File: src/design/obsc_pkg.sv
`timescale 1ns / 1ps
`default_nettype none
package obsc_pkg;

  localparam logic ACT_HOLD = 1'b0;
  localparam logic ACT_TEST = 1'b1;

  localparam int TURN_W       = 32;
  localparam int CORDIC_Q     = 30;
  localparam int CORDIC_STEPS = 30;
  localparam int STEP_W       = 5;
  localparam int TRIG_BASE    = 59;
  localparam logic [31:0] CORDIC_START = 32'd652032874;

  function automatic logic [31:0] cordic_atan(input logic [STEP_W-1:0] idx);
    logic [31:0] v;
    case (idx)
      5'd0:  v = 32'd536870912;
      5'd1:  v = 32'd316933406;
      5'd2:  v = 32'd167458907;
      5'd3:  v = 32'd85004757;
      5'd4:  v = 32'd42667331;
      5'd5:  v = 32'd21354465;
      5'd6:  v = 32'd10679838;
      5'd7:  v = 32'd5340245;
      5'd8:  v = 32'd2670163;
      5'd9:  v = 32'd1335087;
      5'd10: v = 32'd667544;
      5'd11: v = 32'd333772;
      5'd12: v = 32'd166886;
      5'd13: v = 32'd83443;
      5'd14: v = 32'd41722;
      5'd15: v = 32'd20861;
      5'd16: v = 32'd10430;
      5'd17: v = 32'd5215;
      5'd18: v = 32'd2608;
      5'd19: v = 32'd1304;
      5'd20: v = 32'd652;
      5'd21: v = 32'd326;
      5'd22: v = 32'd163;
      5'd23: v = 32'd81;
      5'd24: v = 32'd41;
      5'd25: v = 32'd20;
      5'd26: v = 32'd10;
      5'd27: v = 32'd5;
      5'd28: v = 32'd3;
      5'd29: v = 32'd1;
      default: v = 32'd0;
    endcase
    return v;
  endfunction

endpackage
`default_nettype wire

File: src/design/obsc_front.sv
`timescale 1ns / 1ps
`default_nettype none
module obsc_front
  import obsc_pkg::*;
#(
  parameter int COORD_WIDTH = 32,
  parameter int ANGLE_WIDTH = 16
) (
  input  wire logic                          clk,
  input  wire logic                          rst,
  input  wire logic                          push,
  output logic                               full,
  input  wire logic                          action,
  input  wire logic signed [COORD_WIDTH-1:0] pos_x,
  input  wire logic signed [COORD_WIDTH-1:0] pos_y,
  input  wire logic signed [COORD_WIDTH-1:0] pivot_x,
  input  wire logic signed [COORD_WIDTH-1:0] pivot_y,
  input  wire logic [COORD_WIDTH-2:0]        width,
  input  wire logic [COORD_WIDTH-2:0]        height,
  input  wire logic [ANGLE_WIDTH-1:0]        angle,
  output logic                               job_valid,
  input  wire logic                          job_pop,
  output logic [2*(6*COORD_WIDTH-2+ANGLE_WIDTH)-1:0] job
);

  localparam int REC_W = 6 * COORD_WIDTH - 2 + ANGLE_WIDTH;
  localparam int ENT_W = 2 * REC_W;

  logic [REC_W-1:0] held;
  logic [ENT_W-1:0] slot [2];
  logic             wr_ptr;
  logic             rd_ptr;
  logic [1:0]       count;
  logic [REC_W-1:0] cur;
  logic             accept;
  logic             wr_en;

  assign cur       = {pos_x, pos_y, pivot_x, pivot_y, width, height, angle};
  assign full      = (count == 2'd2);
  assign job_valid = (count != 2'd0);
  assign job       = slot[rd_ptr];
  assign accept    = push && !full;
  assign wr_en     = accept && (action == ACT_TEST);

  always_ff @(posedge clk) begin
    if (rst) begin
      held   <= '0;
      wr_ptr <= 1'b0;
      rd_ptr <= 1'b0;
      count  <= '0;
    end else begin
      if (accept && (action == ACT_HOLD)) begin
        held <= cur;
      end
      if (wr_en) begin
        wr_ptr <= ~wr_ptr;
      end
      if (job_pop) begin
        rd_ptr <= ~rd_ptr;
      end
      count <= count + {1'b0, wr_en} - {1'b0, job_pop};
    end
  end

  always_ff @(posedge clk) begin
    if (wr_en) begin
      slot[wr_ptr] <= {cur, held};
    end
  end

endmodule
`default_nettype wire

File: config.mk
export PLATFORM = sky130hd
export DESIGN_NAME = obsc_front
export DESIGN_NICKNAME = d
export VERILOG_FILES = /design/src/design/obsc_pkg.sv /design/src/design/obsc_front.sv
export SDC_FILE = /design/constraint.sdc
export NUM_CORES = 1
export LEC_CHECK = 0
export ABC_AREA = 1
export BUFFER_PORTS_ARGS = -buffer_cell sky130_fd_sc_hd__buf_2
export CAP_MARGIN = 20
export CELL_PAD_IN_SITES_DETAIL_PLACEMENT = 0
export CELL_PAD_IN_SITES_GLOBAL_PLACEMENT = 1
export CORE_ASPECT_RATIO = 1.5
export CORE_MARGIN = 2
export CORE_UTILIZATION = 44
export CTS_BUF_LIST = sky130_fd_sc_hd__clkbuf_4
export DETAILED_ROUTE_END_ITERATION = 10
export PLACE_DENSITY_LB_ADDON = 0.05
export SLEW_MARGIN = 30
export SYNTH_ARGS = -nofsm -noshare
export SYNTH_HDL_FRONTEND = slang
export SYNTH_SLANG_ARGS = --single-unit
File: constraint.sdc
create_clock -name clk -period 18.6 [get_ports clk]
set_input_delay 0 -clock clk [delete_from_list [all_inputs] [get_ports clk]]
set_output_delay 0 -clock clk [all_outputs]
set_load 0.01 [all_outputs]
# After elaboration in Yosys (flattened, before gate mapping)
# Memories as Yosys holds them, arrays and structs flattened. A register that Yosys moved wholly into a read port is not among the register bits.
# Index checks and enable logic that the tools add are counted.
classes:
  n_bitwise: 3
  reduce_logical: 5
  n_eq_ne: 1
  mux: 4
  add_sub_neg: 2
op_table:
  columns: ["cell", "count"]
  rows:
  - ["2-to-1 mux 1 bit", 4]
  - ["logical AND 1 bit", 3]
  - ["inverter 1 bit", 3]
  - ["adder 2 x 1 -> 2 bit", 1]
  - ["equality test 2 bit, second input constant", 1]
  - ["nonzero test 2 bit", 1]
  - ["subtractor 2 x 1 -> 2 bit", 1]
  - ["logical NOT 1 bit", 1]
totals:
  elab_cells: 20
  regBits: 210
  ram_bits: 824
  input_bits: 211
  out_inout_bits: 414
  n_memories: 1
memory_table:
  columns: ["name", "depth", "width", "rd", "rd_clocked_by_memory_dff", "write_ports", "line_no", "source"]
  rows:
  - ["slot", 2, 412, 1, 1, 1, "obsc_front.sv:30", "logic [ENT_W-1:0] slot [2];"]

# Longest topological paths before layout
# Gate-level depths: netlist of the first run.
logic_depth:
  depth_word: 6
  depth_mapped: 10
  ltp_nobuf: 9

# Worst setup path after synthesis of the first run
# No wires, ideal clock.
synth_timing:
  path_kind: "register -> register"
  start: "reg count[0]"
  end: "mem slot[1][0] in the netlist's numbering (enable)"
  arrival_ns: 17.832
  required_time_ns: 17.401
  path_stages_with_launch: 6
  setup_time_ns: 1.199
  path_slack_ns: -0.431
  path_buffers: 1
  period_less_slack_ns: 19.031
  cell_sequence: "dfxtp_1 -> inv_1 -> nand2_2 -> buf_4 -> nand3_1 -> nor2_1"
synth_between:
  elab_chain_len: 6
synth_lines:
  columns: ["element", "line_no", "source"]
  rows:
  - ["start: declaration", "obsc_front.sv:33", "logic [1:0] count;"]
  - ["start signal: assignment", "obsc_front.sv:61", "count <= count + {1'b0, wr_en} - {1'b0, job_pop};"]
  - ["equality test 2 bit", "obsc_front.sv:39", "assign full = (count == 2'd2);"]
  - ["logical NOT 1 bit", "obsc_front.sv:42", "assign accept = push && !full;"]
  - ["logical AND 1 bit", "obsc_front.sv:42", null]
  - ["logical AND 1 bit", "obsc_front.sv:43", "assign wr_en = accept && (action == ACT_TEST);"]
  - ["2-to-1 mux 1 bit", "obsc_front.sv:66", "if (wr_en) begin"]
  - ["2-to-1 mux 1 bit (implied by the code)", "obsc_front.sv:67", "slot[wr_ptr] <= {cur, held};"]
  - ["end: declaration", "obsc_front.sv:30", null]
# No other way between the ends.

# Worst setup path after layout of the first run
layout_timing:
  start: "reg count[0]"
  end: "mem slot[0][90] in the netlist's numbering (enable)"
# Same word-level chain as after synthesis.

==> results by group, run 1 <==
Yosys
  • #FFs+latches synth: 1035
  • Yosys top cell area share: 65.57%
  • Adder-cell share of the synthesized area: 0.03315%
  • Xor/xnor share of the synthesized area: 0.06962%
  • Post-synthesis mux area share: 12.29%
  • Compound-Gate Fraction of Synth Area: 2.732%
  • Synth Net Count: 2463
  • Seq/Total Area, Yosys: 76.76%
  • Syn. warnings: 0
  • Largest family of logic cells by synthesized area: multiplexers
  • Synth Instances: 2251
  • Area of the mapped netlist: 0.03774 mm²
  • Dominant cell type by area after synthesis: edfxtp_1
  • Syn Area/Cell: 16.77 µm²
  • Netlist cell types: 20
  • Main area contributors after synthesis: edfxtp_1 (66%), mux2_2 (12%), dfxtp_1 (11%), nand4_1 (3.4%), a21oi_1 (2.7%)
  • Simple-Gate Fraction of Synth Area: 5.659%

Timing
  • Worst Tran Pin Value: 0.9899 ns
  • RSZ-0062 raised after global routing: false
  • Fin. max-slew vios: 0
  • Worst rel slew slack: 34.01%
  • Hold Slack: 0.1826 ns
  • TNS Setup: 0 ns
  • Max Clk Rate: 0.2033 GHz
  • Skew final: 0.06648 ns
  • Final worst path period share: 26.45%
  • Crit path time final: 4.919 ns
  • Hold Violations, Final: 0
  • Final setup vio count: 0

Floorplan
  • Area of the die: 0.08818 mm²
  • CORE AREA: 0.08507 mm²
  • Die height: 362.7 µm
  • Starting Density: 44.36%
  • Row count: 131
  • # IOs: 625
  • Die X: 243.1 µm

Clock network
  • Worst-Skew Late Latency: 1.12 ns
  • CTS root buf: clkbuf_4
  • CTS tree: done
  • Max Root-Sink Buffers: 3
  • Clock sinks: 1035
  • Clock edge transition at the registers on the reported setup and hold paths: 0.07 ns
  • Htree depth: 4
  • Inserted Clock Buffers: 236

Route
  • Drt pass-1 iters: 5
  • Via Count: 24140
  • Drt wl/cell: 21.44 µm
  • Final antenna-violating net count: 0
  • Via density per instance: 5.067
  • Routed WL: 102100 µm
  • DRT iter0 DRCs: 1214
  • DRC viols: 0

Global routing
  • Antenna violations before repair: 6
  • Largest net degree at the start of global routing: 104
  • First-pass GRT wire length: 153200 µm
  • Via count of the first global-routing pass: 25670
  • GRT Total Usage: 22.95%
  • Gr ovfl total: 0

Min path
  • HP Class: in2reg

Pwr
  • Power Total: 5.079 mW
  • VDD IR max: 0.05456 mV
  • PD cells: 103.0 mW/mm²
  • Leakage: 17.75 nW

Final layout
  • Fill cell count: 6928
  • Non-Filler Instances: 4764
  • Commonest non-fill, non-tap cell in the layout: edfxtp_1
  • Layout cells sized above 1: 40.44%
  • Most frequent cells in the layout: edfxtp_1 (824), buf_2 (622), dlygate4sd3_1 (426)
  • Nets: 3627
  • Area grow syn2layout: 30.68%
  • Post-layout util: 57.97%

Worst setup path
  • Top delay family on crit path: buffers and inverters
  • Crit path buf inv count: 5
  • Worst-path maximum fanout: 78
  • Worst Path Required: 19.29 ns
  • CP max-delay cell: buf_4
  • Max stage delay on crit path: 0.85 ns
  • Element type at the critical path start: flip-flop
  • CP Capture Type: flip-flop
  • Crit path cell chain: inv_1 > nand2_8 > nand3_1 > nor2_4 > buf_16 > buf_4 > buf_4 > buf_6
  • Crit Path Class: reg2reg
  • Top cell by count, worst path: buf_4
  • Worst EP arrival: 5.61 ns

Status
  • Outcome: finished clean

Place
  • DPL Wire Length: 59610 µm
  • GP Congestion: 0.7774
  • Placed instance count: 3876
  • Buffers on Ports: 624

Job
  • Maxcap violations: 0
==> path summary, 6_finish.rpt <==
check        depth (start not counted)                     end                  start  slack (ns)
max                                  8   slot[0][90]$_DFFE_PP_    count[0]$_SDFF_PP0_       13.68
min                                  3  slot[1][237]$_DFFE_PP_             height[15]        0.18
max reg2reg                          8   slot[0][90]$_DFFE_PP_    count[0]$_SDFF_PP0_       13.68
min reg2reg                          0   slot[0][34]$_DFFE_PP_  held[34]$_SDFFE_PP0P_        0.41
==> sequential cells by signal (all words and copies together) (netlist names), named ones only <==
signal and flops:
rd_ptr 1, slot 824, wr_ptr 1, held 206, count 2
==> through the flow <==
| stage | cell area, µm² | setup slack (ns) |
|---|---|---|
| 6_report | 49320 | 13.68 |
| 3_5_place_dp | 41780 | 13.56 |
| 3_3_place_gp | 41640 | 13.14 |
| 5_1_grt | 49310 | 13.28 |
| 2_1_floorplan | 37740 | 6.566 |
| 4_1_cts | 49230 | 13.51 |
==> metal layers <==
metal | share of wire, % | wire length [µm] | track usage [%] | vias to the layer above
met5 | 0.037 | 38 | 0 | -
met1 | 41 | 41380 | 27.57 | 12010
met4 | 3.0 | 3034 | 8.938 | 6
met3 | 7.6 | 7809 | 8.306 | 153
li1 | - | - | - | 11130
met2 | 49 | 49860 | 37.68 | 833
==> cell usage after synthesis <==
master / count
a21oi_1: 206
nand2_2: 1
nand2_1: 210
dfxtp_1: 211
clkbuf_1: 30
nand4_1: 206
buf_4: 61
inv_2: 1
buf_2: 59
nand3_2: 1
xnor2_1: 3
nor2_1: 7
buf_1: 9
or2_2: 1
edfxtp_1: 824
mux2_2: 412
ha_1: 1
nor3_1: 1
inv_1: 6
nand3_1: 1
==> cell type report <==
type                            instances  area, µm²  area share [%]
Sequential cell                      1035      28970           58.75
Multi-Input combinational cell       1050       7881           15.98
Timing Repair Buffer                 1085       7870           15.96
Clock buffer                          381       2860           5.800
Tap cell                             1130       1414           2.867
Clock inverter                         67      265.3          0.5379
Inverter                                7      31.28         0.06343
Antenna cell                            9      22.52         0.04567
==> report_power, final <==
part	internal (mW)	leakage, nW	switching, mW
Combinational	0.265	6.69	0.361
Clock	0.925	1.86	0.869
Sequential	2.62	9.20	0.0385
Total	3.81	17.8	1.27
==> kinds of logic (layout without fill, tap and decap cells) <==
logic type	Yosys count	count (layout)
AO/OA/AOI/OAI	206	206
AND/OR/NAND/NOR	428	428
XOR/XNOR	3	3
flip-flops	1035	1035
buffers and inverters	166	1540
multiplexers	412	412
other	0	9
adder cells (fa/ha/maj)	1	1
==> what timing repair did <==
item / CTS / global route
gates resized for setup: 0 / 0
hold endpoints to repair: 690 / 0
endpoints found under the setup margin: 0 / 0
setup buffers: 0 / 0
hold buffers: 428 / 0
==> tightest hold or removal path, cell delays in order <==
cell	delay (ns)
dlygate4sd3_1	0.52
buf_2	0.09
dlygate4sd3_1	0.57
(Power assumes the default switching activity.)
==> inputs of run 2 (changes only) <==
--- a/config.mk
+++ b/config.mk
@@ -5,7 +5,7 @@
 export SDC_FILE = /design/constraint.sdc
 export NUM_CORES = 1
 export LEC_CHECK = 0
-export ABC_AREA = 1
+export ABC_AREA = 0
 export BUFFER_PORTS_ARGS = -buffer_cell sky130_fd_sc_hd__buf_2
 export CAP_MARGIN = 20
 export CELL_PAD_IN_SITES_DETAIL_PLACEMENT = 0
==> constraint.sdc (replaced) <==
create_clock -name clk -period 4.51 [get_ports clk]
set_input_delay 0 -clock clk [delete_from_list [all_inputs] [get_ports clk]]
set_output_delay 0 -clock clk [all_outputs]
set_load 0.01 [all_outputs]
==> results by group, run 2 <==
Timing
  • Hold Violations, Final: 0 (unchanged)
  • Final setup vio count: 0 (unchanged)
  • Max Clk Rate: 0.3047 GHz
  • Final worst path period share: 72.77%
  • RSZ-0062 raised after global routing: false
  • Crit path time final: 3.282 ns
  • Skew final: 0.05290 ns (-0.01357 ns)
  • Fin. max-slew vios: 0 (unchanged)
  • Worst rel slew slack: 35.62% (+1.6 points)
  • Worst Tran Pin Value: 0.9657 ns (-0.02422 ns)

Yosys
  • Syn. warnings: 0 (unchanged)
  • Seq/Total Area, Yosys: 76.98% (+0.22 points)
  • Main area contributors after synthesis: edfxtp_1 (66%), mux2_2 (12%), dfxtp_1 (11%), a21oi_1 (2.8%), nand3_1 (2.8%)
  • Post-synth EDFFs: 824 (unchanged)
  • Dominant cell type by area after synthesis: edfxtp_1
  • Netlist cell types: 24 (+20%)
  • Asr flop ratio synth: 0% (unchanged)
  • Count leader, synth: edfxtp_1
  • Area of the mapped netlist: 0.03763 mm² (-0.29%)
  • Most frequent cells after synthesis: edfxtp_1 (824), mux2_2 (412), dfxtp_1 (211)
  • Ys flop type: edfxtp_1
  • Yosys top cell area share: 65.76% (+0.19 points)
  • Syn Area/Cell: 16.71 µm² (-0.34%)
  • Synth Net Count: 2464 (+0.041%)
  • #FFs+latches synth: 1035 (unchanged)
  • Synth Instances: 2252 (+0.044%)

Final layout
  • Non-Filler Instances: 4759 (-0.10%)
  • Layout cells sized above 1: 40.62% (+0.18 points)
  • Finished Cell Area: 0.04937 mm² (+0.12%)
  • Regs by FF count: slot: 824 flops, held: 206 flops, count: 2 flops
  • Max reg flops: 824 (unchanged)
  • Commonest non-fill, non-tap cell in the layout: edfxtp_1
  • Largest reg by FF count: slot
  • Most frequent cells in the layout: edfxtp_1 (824), buf_2 (623), dlygate4sd3_1 (425)
  • Nets: 3624 (-0.083%)
  • Area grow syn2layout: 31.22%

Worst setup path
  • Worst-path maximum fanout: 37 (-53%)
  • Worst reg2reg path startpoint: count[0]$_SDFF_PP0_
  • Max stage delay on crit path: 0.78 ns (-0.07 ns)
  • Worst EP arrival: 3.28 ns (-2.33 ns)
  • R2R cell count: 5 (-3)
  • Reg-to-reg setup timing slack: 1.71 ns (-11.97 ns)
  • Crit Path Class: reg2out
  • Crit path cell chain: buf_12 > buf_4 > mux2_2 > buf_2
  • Top delay family on crit path: buffers and inverters
  • Element type at the critical path start: flip-flop
  • CP max-delay cell: dfxtp_4
  • Worst Path Required: 4.51 ns (-14.78 ns)
  • Crit path buf inv count: 3 (-2)
  • R2R Path End: slot[0][319]$_DFFE_PP_
  • CP Capture Type: output port

Clock network
  • CTS root buf: clkbuf_4
  • Htree depth: 4 (unchanged)
  • Max Root-Sink Buffers: 3 (unchanged)
  • Inserted Clock Buffers: 236 (unchanged)
  • Post-CTS resize count: 0 (unchanged)
  • CTS tree: done
  • Worst-Skew Late Latency: 1.14 ns (+0.02 ns)
  • Clock sinks: 1035 (unchanged)
  • Clock edge transition at the registers on the reported setup and hold paths: 0.07 ns (about the same)

Route
  • Final antenna-violating net count: 0 (unchanged)
  • Drt pass-1 iters: 5 (unchanged)
  • Drt wl/cell: 21.64 µm (+0.94%)
  • DRC viols: 0 (unchanged)
  • DRT iter0 DRCs: 1291 (+6.3%)
  • Routed WL: 103000 µm (+0.83%)
  • Via Count: 24230 (+0.40%)
  • Via density per instance: 5.092 (+0.50%)

Job
  • Maxcap violations: 0 (unchanged)

Global routing
  • Largest net degree at the start of global routing: 140 (+35%)
  • Via count of the first global-routing pass: 25410 (-1.0%)
  • Gr ovfl total: 0 (unchanged)
  • Antenna violations before repair: 8 (+2)
  • GRT Total Usage: 23.21% (+0.26 points)
  • First-pass GRT wire length: 154600 µm (+0.87%)

Pwr
  • VDD IR max: 0.2501 mV (+360%)
  • Leakage: 18.17 nW (+2.4%)
  • PD cells: 428.0 mW/mm² (+320%)

Status
  • Outcome: finished clean

Floorplan
  • CORE AREA: 0.08490 mm² (-0.19%)
  • Area of the die: 0.08792 mm² (-0.29%)
  • Row count: 131 (unchanged)
  • Starting Density: 44.32% (about the same)
  • Die height: 362.2 µm (-0.14%)
  • Die X: 242.8 µm (-0.14%)
  • # IOs: 625 (unchanged)

Min path
  • Hold Path Stages: 3 (unchanged)
  • HP Class: in2reg
  • HP Start: pivot_y[6]
  • WHS Endpoint: slot[0][290]$_DFFE_PP_

Place
  • Buffers on Ports: 624 (unchanged)
  • DPL Wire Length: 60640 µm (+1.7%)
  • GP Congestion: 0.7906 (+1.7%)
  • Area post-placement: 0.04191 mm² (+0.31%)
  • Placed instance count: 3878 (+0.052%)
[run 2: cell types whose count changed in the layout (fill, tap and decap cells not counted), sizes merged, moves of 2 or more]
cell / delta
nand4: -206
o21ai: +208
nand2b: +2
nor2: -3
nor2b: +2
bufinv: +2
nand3: +205
nand2: -210
clkbuf: -7
[run 2: worst max-delay path by stage]
stage	startpoint	endpoint	slack, ns	cells past startpoint
after floorplan	count[0]$_SDFF_PP0_	slot[0][0]$_DFFE_PP_	-2.92	6
after global placement	count[0]$_SDFF_PP0_	slot[0][323]$_DFFE_PP_	1.68	5
after detailed placement	count[0]$_SDFF_PP0_	slot[0][354]$_DFFE_PP_	1.64	5
after CTS	flip-flop	job[188]	0.98	4
after global routing	flip-flop	job[180]	0.94	4
final	flip-flop	job[180]	1.23	4
[run 2: logic make-up after synthesis]
group                    Yosys count  share of synthesized area (%)
AO/OA/AOI/OAI                    417                          5.570
XOR/XNOR                           3                        0.06984
adder cells (fa/ha/maj)            1                        0.03325
buffers and inverters            166                          2.111
flip-flops                      1035                          76.98
multiplexers                     412                          12.33
AND/OR/NAND/NOR                  218                          2.903
[run 2: what timing repair did]
| item | in CTS | in global routing |
|---|---|---|
| hold endpoints to repair | 1035 | 0 |
| hold buffers | 426 | 0 |
| buffers inserted | 0 | 0 |
[run 2: metal layers]
metal	wire (µm)	global-route usage, %	vias to the layer above	share of wire (%)
li1	-	-	11140	-
met1	41390	28.16	12100	40
met2	50960	38.41	842	49
met3	7840	7.902	144	7.6
met4	2722	8.577	10	2.6
met5	67	0	-	0.065
[run 2: power by group]
part	internal [mW]	switching (mW)
combinational	1.10	1.57
clock	3.88	3.60
sequential	10.8	0.159
[run 2: stage by stage]
| step | setup WS, ns | power [mW] | utilization, % | setup TNS [ns] | hold WS (ns) |
|---|---|---|---|---|---|
| after floorplan | -2.919 | 12.58 | - | -2402.20 | 0.09887 |
| after global placement | 1.683 | 13.56 | 49.33 | 0 | 0.2063 |
| after detailed placement | 1.636 | 13.60 | 49.36 | 0 | 0.2082 |
| after CTS | 0.9780 | 21.43 | 58.13 | 0 | 0.009019 |
| after global routing | 0.9436 | 22.11 | 58.15 | 0 | 0.05871 |
| final | 1.228 | 21.13 | 58.15 | 0 | 0.1816 |
[run 2: layout make-up]
type | instances | area (µm²)
diodes | 8 | 20.02
flip-flops and latches | 1035 | 28970
clock inverters | 72 | 345.3
inverters | 4 | 23.77
fillers | 7077 | 35530
well taps | 1130 | 1414
clock buffers | 375 | 2815
repair buffers | 1084 | 7878
multi-input cells | 1051 | 7906
[run 2: tightest hold or removal path: stages]
cell	delay (ns)
dlygate4sd3_1	0.52
buf_2	0.09
dlygate4sd3_1	0.59
